<file path="src/sv/dhtu_pkg.sv">
// Shared types and constants of the decimal/hex text to integer parser.
package dhtu_pkg;

  // Width of the parsed value; the value port is always 64 bits wide.
  localparam int unsigned ValueBits = 64;
  localparam int unsigned PortBits  = 64;
  localparam int unsigned SumBits   = ValueBits + 5;

  localparam logic [7:0] CharSpace = 8'h20;
  localparam logic [7:0] CharTab   = 8'h09;
  localparam logic [7:0] CharCr    = 8'h0D;
  localparam logic [7:0] CharLf    = 8'h0A;
  localparam logic [7:0] CharZero  = 8'h30;
  localparam logic [7:0] CharNine  = 8'h39;
  localparam logic [7:0] CharLowA  = 8'h61;
  localparam logic [7:0] CharLowF  = 8'h66;
  localparam logic [7:0] CharLowX  = 8'h78;
  localparam logic [7:0] CharUpX   = 8'h58;
  localparam logic [7:0] CaseBit   = 8'h20;

  typedef enum logic [4:0] {
    PhLead   = 5'b00001,
    PhZero   = 5'b00010,
    PhPrefix = 5'b00100,
    PhDigits = 5'b01000,
    PhTrail  = 5'b10000
  } phase_e;

  typedef struct packed {
    logic [7:0] character;
    logic       has_char;
    logic       last;
  } item_t;

  typedef struct packed {
    logic                 valid;
    logic                 ok;
    logic [PortBits-1:0]  value;
  } result_t;

endpackage

</file>
<file path="src/sv/decimal_hex_text_to_u64_top.sv">
// Top level of the streaming decimal/hex text to 64-bit integer parser.
//
//   channel | signals                              | direction
//   in      | in_valid_i/in_ready_o, character_i,  | one character per transfer
//           | has_char_i, last_i                   |
//   out     | out_valid_o/out_ready_i, ok_o,       | one result per text
//           | value_o                              |
//
// One character per cycle unless a last character waits on a held result; a taken last
// character passes the input register, then the digit step into the result register.
// The digit step is one 69-bit shift-add and overflow test per character.
// Reset puts the parser before the first character of a text.
// A held result stalls only a last character; other characters keep flowing.
module decimal_hex_text_to_u64_top (
  input  logic                          clk_i,
  input  logic                          rst_ni,
  input  logic                          in_valid_i,
  output logic                          in_ready_o,
  input  logic [7:0]                    character_i,
  input  logic                          has_char_i,
  input  logic                          last_i,
  output logic                          out_valid_o,
  input  logic                          out_ready_i,
  output logic                          ok_o,
  output logic [dhtu_pkg::PortBits-1:0] value_o
);

  dhtu_pkg::item_t   in_item;
  dhtu_pkg::item_t   s1_item;
  dhtu_pkg::result_t res;
  logic              s1_valid;
  logic              s1_advance;
  logic              out_free;
  logic              s1_fire;

  assign in_item.character = character_i;
  assign in_item.has_char  = has_char_i;
  assign in_item.last      = last_i;

  // a last character needs room in the result register
  assign s1_advance = s1_valid && (!s1_item.last || out_free);
  assign s1_fire    = s1_advance;

  dhtu_in_reg u_in_reg (
    .clk_i      (clk_i),
    .rst_ni     (rst_ni),
    .in_valid_i (in_valid_i),
    .in_ready_o (in_ready_o),
    .item_i     (in_item),
    .advance_i  (s1_advance),
    .valid_o    (s1_valid),
    .item_o     (s1_item)
  );

  dhtu_parse u_parse (
    .clk_i  (clk_i),
    .rst_ni (rst_ni),
    .fire_i (s1_fire),
    .item_i (s1_item),
    .res_o  (res)
  );

  dhtu_out_reg u_out_reg (
    .clk_i       (clk_i),
    .rst_ni      (rst_ni),
    .res_i       (res),
    .free_o      (out_free),
    .out_valid_o (out_valid_o),
    .out_ready_i (out_ready_i),
    .ok_o        (ok_o),
    .value_o     (value_o)
  );

  a_fail_value_zero: assert property (@(posedge clk_i) disable iff (!rst_ni)
    (out_valid_o && !ok_o) |-> (value_o == '0))
    else $error("failed result carries a nonzero value");

  a_last_blocks_on_full: assert property (@(posedge clk_i) disable iff (!rst_ni)
    (s1_valid && s1_item.last && out_valid_o && !out_ready_i) |-> !in_ready_o)
    else $error("input taken while a last character is stalled");

  a_result_from_last: assert property (@(posedge clk_i) disable iff (!rst_ni)
    (s1_valid && s1_item.last && out_free) |=> out_valid_o)
    else $error("last character did not produce a result");

endmodule

</file>
<file path="src/sv/dhtu_in_reg.sv">
// Input register stage: holds one character transfer until the parser takes it.
module dhtu_in_reg (
  input  logic           clk_i,
  input  logic           rst_ni,
  input  logic           in_valid_i,
  output logic           in_ready_o,
  input  dhtu_pkg::item_t item_i,
  input  logic           advance_i,
  output logic           valid_o,
  output dhtu_pkg::item_t item_o
);

  logic            valid_q, valid_d;
  dhtu_pkg::item_t item_q;
  logic            take;

  assign in_ready_o = !valid_q || advance_i;
  assign take       = in_valid_i && in_ready_o;

  always_comb begin
    valid_d = valid_q;
    if (take) begin
      valid_d = 1'b1;
    end else if (advance_i) begin
      valid_d = 1'b0;
    end
  end

  always_ff @(posedge clk_i or negedge rst_ni) begin
    if (!rst_ni) begin
      valid_q <= 1'b0;
    end else begin
      valid_q <= valid_d;
    end
  end

  always_ff @(posedge clk_i) begin
    if (take) begin
      item_q <= item_i;
    end
  end

  assign valid_o = valid_q;
  assign item_o  = item_q;

endmodule

</file>
<file path="src/sv/dhtu_parse.sv">
// Parser state and the per-character digit step; emits the result on the last item.
module dhtu_parse (
  input  logic              clk_i,
  input  logic              rst_ni,
  input  logic              fire_i,
  input  dhtu_pkg::item_t   item_i,
  output dhtu_pkg::result_t res_o
);

  dhtu_pkg::phase_e                 phase_q, phase_d;
  logic [dhtu_pkg::ValueBits-1:0]   acc_q, acc_d;
  logic                             hex_q, hex_d;
  logic                             failed_q, failed_d;

  logic [7:0]                       c;
  logic [7:0]                       lc;
  logic                             is_space;
  logic                             is_dec;
  logic                             is_hex_letter;
  logic                             digit_ok;
  logic [3:0]                       digit;
  logic [dhtu_pkg::SumBits-1:0]     ext;
  logic [dhtu_pkg::SumBits-1:0]     scaled;
  logic [dhtu_pkg::SumBits-1:0]     sum;
  logic                             ovf;
  logic                             ok;

  assign c  = item_i.character;
  assign lc = c | dhtu_pkg::CaseBit;

  assign is_space = (c == dhtu_pkg::CharSpace) || (c == dhtu_pkg::CharTab) ||
                    (c == dhtu_pkg::CharCr) || (c == dhtu_pkg::CharLf);
  assign is_dec        = (c >= dhtu_pkg::CharZero) && (c <= dhtu_pkg::CharNine);
  assign is_hex_letter = hex_q && (lc >= dhtu_pkg::CharLowA) && (lc <= dhtu_pkg::CharLowF);
  assign digit_ok      = is_dec || is_hex_letter;

  always_comb begin
    if (is_dec) begin
      digit = c[3:0];
    end else begin
      digit = 4'(lc - dhtu_pkg::CharLowA) + 4'd10;
    end
  end

  // acc * base + digit; any bit at or above ValueBits means overflow
  assign ext    = dhtu_pkg::SumBits'(acc_q);
  assign scaled = hex_q ? (ext << 4) : ((ext << 3) + (ext << 1));
  assign sum    = scaled + dhtu_pkg::SumBits'(digit);
  assign ovf    = |sum[dhtu_pkg::SumBits-1:dhtu_pkg::ValueBits];

  always_comb begin
    phase_d  = phase_q;
    acc_d    = acc_q;
    hex_d    = hex_q;
    failed_d = failed_q;
    if (fire_i && item_i.has_char && !failed_q) begin
      unique case (phase_q) inside
        dhtu_pkg::PhLead: begin
          if (is_space) begin
            phase_d = phase_q;
          end else if (c == dhtu_pkg::CharZero) begin
            acc_d   = '0;
            phase_d = dhtu_pkg::PhZero;
          end else if (!digit_ok || ovf) begin
            failed_d = 1'b1;
          end else begin
            acc_d   = sum[dhtu_pkg::ValueBits-1:0];
            phase_d = dhtu_pkg::PhDigits;
          end
        end
        dhtu_pkg::PhZero: begin
          if (c == dhtu_pkg::CharLowX || c == dhtu_pkg::CharUpX) begin
            hex_d   = 1'b1;
            phase_d = dhtu_pkg::PhPrefix;
          end else if (is_space) begin
            phase_d = dhtu_pkg::PhTrail;
          end else if (!digit_ok || ovf) begin
            failed_d = 1'b1;
          end else begin
            acc_d   = sum[dhtu_pkg::ValueBits-1:0];
            phase_d = dhtu_pkg::PhDigits;
          end
        end
        dhtu_pkg::PhPrefix, dhtu_pkg::PhDigits: begin
          if (is_space) begin
            if (phase_q == dhtu_pkg::PhPrefix) begin
              failed_d = 1'b1;
            end else begin
              phase_d = dhtu_pkg::PhTrail;
            end
          end else if (!digit_ok || ovf) begin
            failed_d = 1'b1;
          end else begin
            acc_d   = sum[dhtu_pkg::ValueBits-1:0];
            phase_d = dhtu_pkg::PhDigits;
          end
        end
        dhtu_pkg::PhTrail: begin
          if (!is_space) begin
            failed_d = 1'b1;
          end
        end
        default: begin
          failed_d = 1'b1;
        end
      endcase
    end

    ok = !failed_d && (phase_d == dhtu_pkg::PhZero || phase_d == dhtu_pkg::PhDigits ||
                       phase_d == dhtu_pkg::PhTrail);
    res_o.valid = fire_i && item_i.last;
    res_o.ok    = ok;
    res_o.value = ok ? dhtu_pkg::PortBits'(acc_d) : '0;

    // drop all state once the text ends
    if (fire_i && item_i.last) begin
      phase_d  = dhtu_pkg::PhLead;
      acc_d    = '0;
      hex_d    = 1'b0;
      failed_d = 1'b0;
    end
  end

  always_ff @(posedge clk_i or negedge rst_ni) begin
    if (!rst_ni) begin
      phase_q  <= dhtu_pkg::PhLead;
      acc_q    <= '0;
      hex_q    <= 1'b0;
      failed_q <= 1'b0;
    end else begin
      phase_q  <= phase_d;
      acc_q    <= acc_d;
      hex_q    <= hex_d;
      failed_q <= failed_d;
    end
  end

endmodule

</file>
<file path="src/sv/dhtu_out_reg.sv">
// Result register: holds one result until the consumer takes the transfer.
module dhtu_out_reg (
  input  logic                            clk_i,
  input  logic                            rst_ni,
  input  dhtu_pkg::result_t               res_i,
  output logic                            free_o,
  output logic                            out_valid_o,
  input  logic                            out_ready_i,
  output logic                            ok_o,
  output logic [dhtu_pkg::PortBits-1:0]   value_o
);

  logic                          valid_q, valid_d;
  logic                          ok_q;
  logic [dhtu_pkg::PortBits-1:0] value_q;

  assign free_o = !valid_q || out_ready_i;

  always_comb begin
    valid_d = valid_q;
    if (res_i.valid) begin
      valid_d = 1'b1;
    end else if (out_ready_i) begin
      valid_d = 1'b0;
    end
  end

  always_ff @(posedge clk_i or negedge rst_ni) begin
    if (!rst_ni) begin
      valid_q <= 1'b0;
    end else begin
      valid_q <= valid_d;
    end
  end

  always_ff @(posedge clk_i) begin
    if (res_i.valid) begin
      ok_q    <= res_i.ok;
      value_q <= res_i.value;
    end
  end

  assign out_valid_o = valid_q;
  assign ok_o        = ok_q;
  assign value_o     = value_q;

endmodule
</file>
<file path="config.mk">
export PLATFORM = sky130hd
export DESIGN_NAME = decimal_hex_text_to_u64_top
export DESIGN_NICKNAME = d
export VERILOG_FILES = /design/src/sv/dhtu_pkg.sv /design/src/sv/decimal_hex_text_to_u64_top.sv /design/src/sv/dhtu_in_reg.sv /design/src/sv/dhtu_parse.sv /design/src/sv/dhtu_out_reg.sv
export SDC_FILE = /design/constraint.sdc
export NUM_CORES = 1
export LEC_CHECK = 0
export BUFFER_PORTS_ARGS = -buffer_cell sky130_fd_sc_hd__buf_2
export CORE_ASPECT_RATIO = 1.2
export CORE_MARGIN = 2
export CORE_UTILIZATION = 27
export DETAILED_ROUTE_END_ITERATION = 8
export PLACE_DENSITY = 0.5
export SLEW_MARGIN = 10
export SYNTH_ARGS = -nofsm -noshare
export SYNTH_HDL_FRONTEND = slang
export SYNTH_SLANG_ARGS = --single-unit
</file>
<file path="constraint.sdc">
create_clock -name clk_i -period 17.4 [get_ports clk_i]
set_clock_uncertainty 0.1 [all_clocks]
set_input_delay 1.74 -clock clk_i [delete_from_list [all_inputs] [get_ports clk_i]]
set_output_delay 1.74 -clock clk_i [all_outputs]
set_load 0.05 [all_outputs]
</file>
# After elaboration in Yosys (flattened, before gate mapping)
# Cells that the tools add are included.
[word_totals]
input_bits = 14
ff_bits = 148
wordCells = 107
out_inout_bits = 67
[classes]
eq_ne = 15
magnitude_cmp = 4
n_addsub = 4
n_mux = 39
reduce_logical = 34
[ops]
columns = ["op", "n"]
rows = [
  ["64-bit 2-to-1 mux", 7],
  ["64-bit case mux with 3 select lines", 1],
  ["69-bit by 4-bit adder with 69-bit output", 1],
  ["69-bit 2-to-1 mux", 1],
  ["67-bit by 65-bit adder with 68-bit output", 1],
  ["5-bit 2-to-1 mux", 9],
  ["8-bit by 4-bit == test with 1-bit output, second input constant", 3],
  ["1-bit 2-to-1 mux", 18],
  ["8-bit by 6-bit == test with 1-bit output, second input constant", 2],
  ["8-bit by 7-bit == test with 1-bit output, second input constant", 2],
  ["5-bit case mux with 3 select lines", 1],
  ["1-bit logical OR", 11],
  ["5-bit by 2-bit == test with 1-bit output, second input constant", 2],
  ["5-bit by 4-bit == test with 1-bit output, second input constant", 2],
  ["5-bit == test, second input constant", 2],
  ["2-bit nonzero test", 5],
  ["1-bit logical AND", 9],
  ["8-bit by 6-bit greater-or-equal comparator with 1-bit output, second input constant", 1],
  ["8-bit by 7-bit greater-or-equal comparator with 1-bit output, second input constant", 1],
  ["8-bit by 6-bit less-or-equal comparator with 1-bit output, second input constant", 1],
  ["8-bit by 7-bit less-or-equal comparator with 1-bit output, second input constant", 1],
  ["1-bit zero test", 6],
  ["5-bit by 1-bit == test with 1-bit output, second input constant", 1],
  ["5-bit by 3-bit == test with 1-bit output, second input constant", 1],
  ["other kinds (7)", 7],
]

# Longest topological paths before layout
[logic_depth]
word_depth = 15
ltp_mapped = 32
depth_no_buf = 24

# By module
# From an unflattened synthesis, not the netlist that was laid out.
[hier_totals]
hier_cells = 1729
hier_area_um2 = 13741.9
[by_module_without_submodules]
columns = ["mod", "seq_area_each_um2", "area_per_inst_um2", "cells_per_inst", "n_inst"]
rows = [
  ["dhtu_parse", 1778.0, 11377.2, 1645, 1],
  ["dhtu_out_reg", 1976.9, 1999.4, 68, 1],
  ["dhtu_in_reg", 325.3, 354.1, 14, 1],
  ["decimal_hex_text_to_u64_top", 0.0, 11.3, 2, 1],
]

# Worst setup path after synthesis
# Ideal clock, no wire load.
[synth_timing]
kind = "register to register"
startpoint = "reg u_parse.hex_q"
endpoint = "reg u_out_reg.value_q (netlist bit u_out_reg.value_o[14]), data pin"
setup_time_ps = 260
required_time_ps = 17040
t_arrival_ps = 7240
stages_incl_launch_ff = 31
n_path_buf = 13
path_slack_ps = 9799
period_less_slack_ps = 7601
path_cell_list = "dfrtp_1 clkbuf_1 clkbuf_1 buf_2 buf_2 buf_2 buf_1 clkbuf_1 clkbuf_1 clkbuf_1 clkbuf_1 buf_1 nor2b_1 ha_1 nor2b_1 o22ai_1 nor2_1 nand4b_1 or4b_1 a211o_1 or3_1 or4_1 nor3_1 o2111a_1 nor3_1 a211o_1 xnor2_1 o211ai_1 buf_2 buf_2 nor2_1"
[synth_between]
elab_chain_len = 14
[synth_rtl]
columns = ["item", "line", "text"]
rows = [
  ["from (decl)", "dhtu_parse.sv:12", "logic hex_q, hex_d;"],
  ["from (signal assigned)", "dhtu_parse.sv:128", "hex_q <= 1'b0;"],
  ["from (signal assigned)", "dhtu_parse.sv:133", "hex_q <= hex_d;"],
  ["branches (longest 14 deep; another with 69-bit by 4-bit adder with 69-bit output)", "--", ""],
  ["to (signal assigned)", "dhtu_out_reg.sv:39", "value_q <= res_i.value;"],
  ["to (decl)", "dhtu_out_reg.sv:15", "logic [dhtu_pkg::PortBits-1:0] value_q;"],
]
# Several ways; the timed one is not identified.
# A chain may end at the register's enable or synchronous reset.

# Final worst setup path
[layout_timing]
startpoint = "reg u_in_reg.item_q (netlist bit u_in_reg.item_o[3])"
endpoint = "reg u_out_reg.value_q (netlist bit u_out_reg.value_o[39]), data pin"
[layout_between]
elab_chain_len = 15
[layout_rtl]
columns = ["item", "line", "text"]
rows = [
  ["from (decl)", "dhtu_in_reg.sv:14", "dhtu_pkg::item_t item_q;"],
  ["from (signal assigned)", "dhtu_in_reg.sv:39", "item_q <= item_i;"],
  ["4-bit by 1-bit subtractor with 4-bit output, or another cell as far along", "dhtu_parse.sv:41", "digit = 4'(lc - dhtu_pkg::CharLowA) + 4'd10;"],
  ["4-bit adder, or another cell as far along", "dhtu_parse.sv:41", ""],
  ["4-bit 2-to-1 mux or 1-bit logical AND (tied branches)", "dhtu_parse.sv:38, dhtu_parse.sv:34", ""],
  ["69-bit by 4-bit adder with 69-bit output or 1-bit logical OR (tied branches)", "dhtu_parse.sv:48, dhtu_parse.sv:35", ""],
  ["5-bit OR reduction or 1-bit zero test (tied branches)", "--", ""],
  ["1-bit logical OR", "dhtu_parse.sv:64, dhtu_parse.sv:77, dhtu_parse.sv:91", ""],
  ["5-bit 2-to-1 mux", "dhtu_parse.sv:64, dhtu_parse.sv:77, dhtu_parse.sv:91", ""],
  ["5-bit 2-to-1 mux, on equally long branches", "dhtu_parse.sv:75, dhtu_parse.sv:61", ""],
  ["5-bit 2-to-1 mux, on equally long branches", "dhtu_parse.sv:72, dhtu_parse.sv:59", ""],
  ["5-bit case mux with 3 select lines", "dhtu_parse.sv:57", "unique case (phase_q) inside"],
  ["5-bit 2-to-1 mux", "dhtu_parse.sv:56", "if (fire_i && item_i.has_char && !failed_q) begin"],
  ["5-bit by 2-bit == test with 1-bit output or 5-bit by 4-bit == test with 1-bit output (tied branches)", "dhtu_parse.sv:109", "ok = !failed_d && (phase_d == dhtu_pkg::PhZero || phase_d == dhtu_pkg::PhDigits ||"],
  ["1-bit logical OR (2 in series)", "dhtu_parse.sv:109", ""],
  ["1-bit logical AND", "dhtu_parse.sv:109", ""],
]
# Several ways; a longest one is shown, not always the timed one.

==> impl_metrics.tcl <==
set metrics [dict create \
    synth.top_cell.area_share_pct 16.74 \
    yosys.cell_count.top_type "nor2_1" \
    fp.dieW_um 207.8 \
    arrival_ns 8.08 \
    hold_depth 2 \
    finalCritPeriodShare_pct 45.06 \
    async_reset_ff_share_pct 49.32 \
    num_vias 13220 \
    layout-drive-gt1-share_pct 10.27 \
    startpoint "u_in_reg.item_o[3]" \
    routabilityCongestion 0.9520 \
    core_sq_um 49220 \
    synthFlopType "edfxtp_1" \
    endpoint "u_out_reg.value_o[39]" \
    relSlewSlack_pct 30.59 \
    clkTransAtPathRegs_ns 0.07 \
    initial_core_util_pct 27.33 \
    numCtsBuffers 17 \
    p_leak_nw 5.667 \
    ys_ff_latch 148 \
    cts_max_path_buffers 2 \
    p_clk_share_pct 44.3 \
    r2r_setup_slack_ns 9.56 \
    clkLatencyLatePin_ns 0.49 \
    syn_nets 1766 \
    drc_errors 0 \
    routedWlPerCell_um 21.31 \
    holdBufCountCts 0 \
    drtAntennaViolNets 0 \
    p_per_area_nw_per_um2 56.93 \
    dieArea_sq_um 51630 \
    finalHoldViolCount 0 \
    syn_area_sq_um 13450 \
    yosys-top-cells-count "nor2_1 (244), nand2_1 (177), a21oi_1 (123)" \
    yosys_warnings 0 \
    viasPerCell 5.627 \
    grt_max_degree 72 \
    grt_overflow 0 \
    reg2reg_from "u_in_reg.item_o[3]" \
    grt_util_all_layers_pct 19.29 \
    seq_area_frac_synth_pct 30.33 \
    rows 89 \
    seqPwrFrac_pct 45.5 \
    cts_resized 0 \
    criticalPathCategory "flop to flop" \
    ir_drop_v 0.00006891 \
    io_buffers 80 \
    grt_pass1_vias 12750 \
    h-tree-depth 4 \
    syn_to_final_growth_pct 11.23 \
    drv_cap 0 \
    drv_slew 0 \
    antenna_cells 0 \
    synth_edf_count 75 \
    swShare_pct 29.38 \
    yosysTopAreaCell "edfxtp_1" \
    root_buffer "clkbuf_16" \
    timing.critical_path.required_ns 17.64 \
    hp-class "flop to flop" \
    grt_pass1_wl_um 77310 \
    post_cts_buffers 0 \
    hold_slack_ns 0.4298 \
    rr_worst_depth 25 \
    nNetsFinal 1786 \
    setup_violations 0 \
    hpwl_um 39080 \
    drt_iter0_drc 971 \
    die_y_um 248.5 \
    dr.pass1.iters 6 \
    period_minus_slack_ns 7.840 \
    ios 81 \
    cp-start-kind "flop" \
    cts_tree "built" \
    status "finished, final reports clean" \
    worstMarginPinSlew_ns 1.032 \
    antenna_found_initial 0 \
    p_switching_mw 0.2503 \
    combinationalPowerShare_pct 10.2 \
    synthTopCellsByArea "edfxtp_1 (17%), dfrtp_1 (13%), nor2_1 (6.8%), ha_1 (6.5%), nand2_1 (4.9%)" \
    finalWirelength_um 50090 \
    regToRegEndpoint "u_out_reg.value_o[39]" \
    syn_inst 1680 \
    hold_start "u_out_reg.out_valid_o" \
    path_max_fanout 64 \
    rsz0062_at_grt "no" \
    synthDistinctLibCells 90 \
    nFillCells 5327 \
    end_kind "flop" \
    setup_tns_ns 0 \
    cts.sinks 148 \
    fmax_mhz 127.6 \
    p_int_mw 0.6016 \
    avgSynthCellArea_sq_um 8.008 \
]
## per-stage QoR
step	cells	instance area [sq um]	power [mW]	worst slack, ns	utilization (%)
finish	2350	14960	0.8518	9.560	30.40
detailed placement	2318	14380	0.4825	9.715	29.21
floorplan	1680	13450	0.4561	9.799	-
global route	2350	14960	0.8870	8.998	30.40
global placement	2318	14380	0.4829	9.941	29.21
CTS	2350	14960	0.8654	9.660	30.40
## worst min path at each step
stage,endpoint,slack (ns)
after CTS,u_out_reg.out_valid_o,0.44
after global routing,u_out_reg.out_valid_o,0.49
after detailed placement,u_out_reg.out_valid_o,0.42
final,u_out_reg.out_valid_o,0.43
after floorplan,u_parse.acc_q[10],0.46
after global placement,u_out_reg.out_valid_o,0.40
## registers in the layout (all words and copies together) (netlist names)
name                   cells
u_in_reg.item_o           10
u_in_reg.valid_o           1
u_out_reg.ok_o             1
u_out_reg.out_valid_o      1
u_out_reg.value_o         64
u_parse.acc_q             64
u_parse.failed_q           1
u_parse.hex_q              1
u_parse.phase_q            5
## cell families after synthesis
logic type | after synthesis | share of synthesized area (%)
simple gates | 727 | 26.41
xor+xnor | 79 | 5.143
flops | 148 | 30.33
buf+inv | 132 | 4.027
compound gates | 499 | 25.52
fa+ha+maj | 72 | 6.808
mux | 23 | 1.758
## layout by cell type (no fill, tap or decap), types with 12 or more instances in the layout
cell         n
a211oi_1    22
a21o_1      17
a21oi_1    123
a22oi_1     61
a31oi_1     13
and2_1      20
and3_1      17
buf_2       79
buf_4       15
clkbuf_16   17
dfrtp_1     71
edfxtp_1    75
ha_1        70
inv_1       37
mux2i_1     18
nand2_1    177
nand2b_1    15
nand3_1     43
nand4_1     47
nor2_1     244
nor2b_1     22
nor3_1      46
nor4_1      17
o211ai_1    22
o21a_1      16
o21ai_0     83
o31a_1      12
or3_1       12
xnor2_1     51
xor2_1      28
## layer usage
metal / part of all wire (%) / global-route usage, %
met5: 0 / 0
met4: 4.7 / 10.11
met3: 3.8 / 2.576
met2: 50 / 33.30
met1: 42 / 23.26
## power groups by stage
stage	sequential [mW]	combinational, mW	clock [mW]
3_5_place_dp	0.395	0.0876	0
3_3_place_gp	0.395	0.0877	0
5_1_grt	0.389	0.0943	0.404
2_1_floorplan	0.417	0.0390	0
6_report	0.388	0.0865	0.378
4_1_cts	0.388	0.0879	0.389
## worst max-delay path, stage by stage, from the launching register on
cell and delay [ns]:
edfxtp_1 0.47, inv_1 0.13, ha_1 0.22, nor2_1 0.11, o21ai_0 0.09, and2_1 0.23
nand2b_1 0.17, xnor2_1 0.20, inv_1 0.10, fa_1 0.47, nor2b_1 0.14, o22ai_1 0.13
nor2_1 0.20, nand4b_1 0.18, or4b_1 0.62, a211o_1 0.41, nor4b_1 0.71, nand2_1 0.28
nor4_2 0.66, and4_1 0.31, o221a_2 0.26, and2_1 0.21, nor2b_4 0.16, buf_4 0.68
a22oi_1 0.23, nor2_1 0.16
## cell type report
| type | count | area, sq um | area share (%) |
|---|---|---|---|
| Clock inverter | 15 | 161.4 | 1.079 |
| Inverter | 39 | 148.9 | 0.9951 |
| Timing Repair Buffer | 94 | 508.0 | 3.395 |
| Clock buffer | 17 | 425.4 | 2.843 |
| Sequential cell | 148 | 4084 | 27.29 |
| Multi-Input combinational cell | 1400 | 8838 | 59.07 |
| Tap cell | 637 | 797.0 | 5.327 |
No activity file was read; power rests on OpenSTA's default activity.
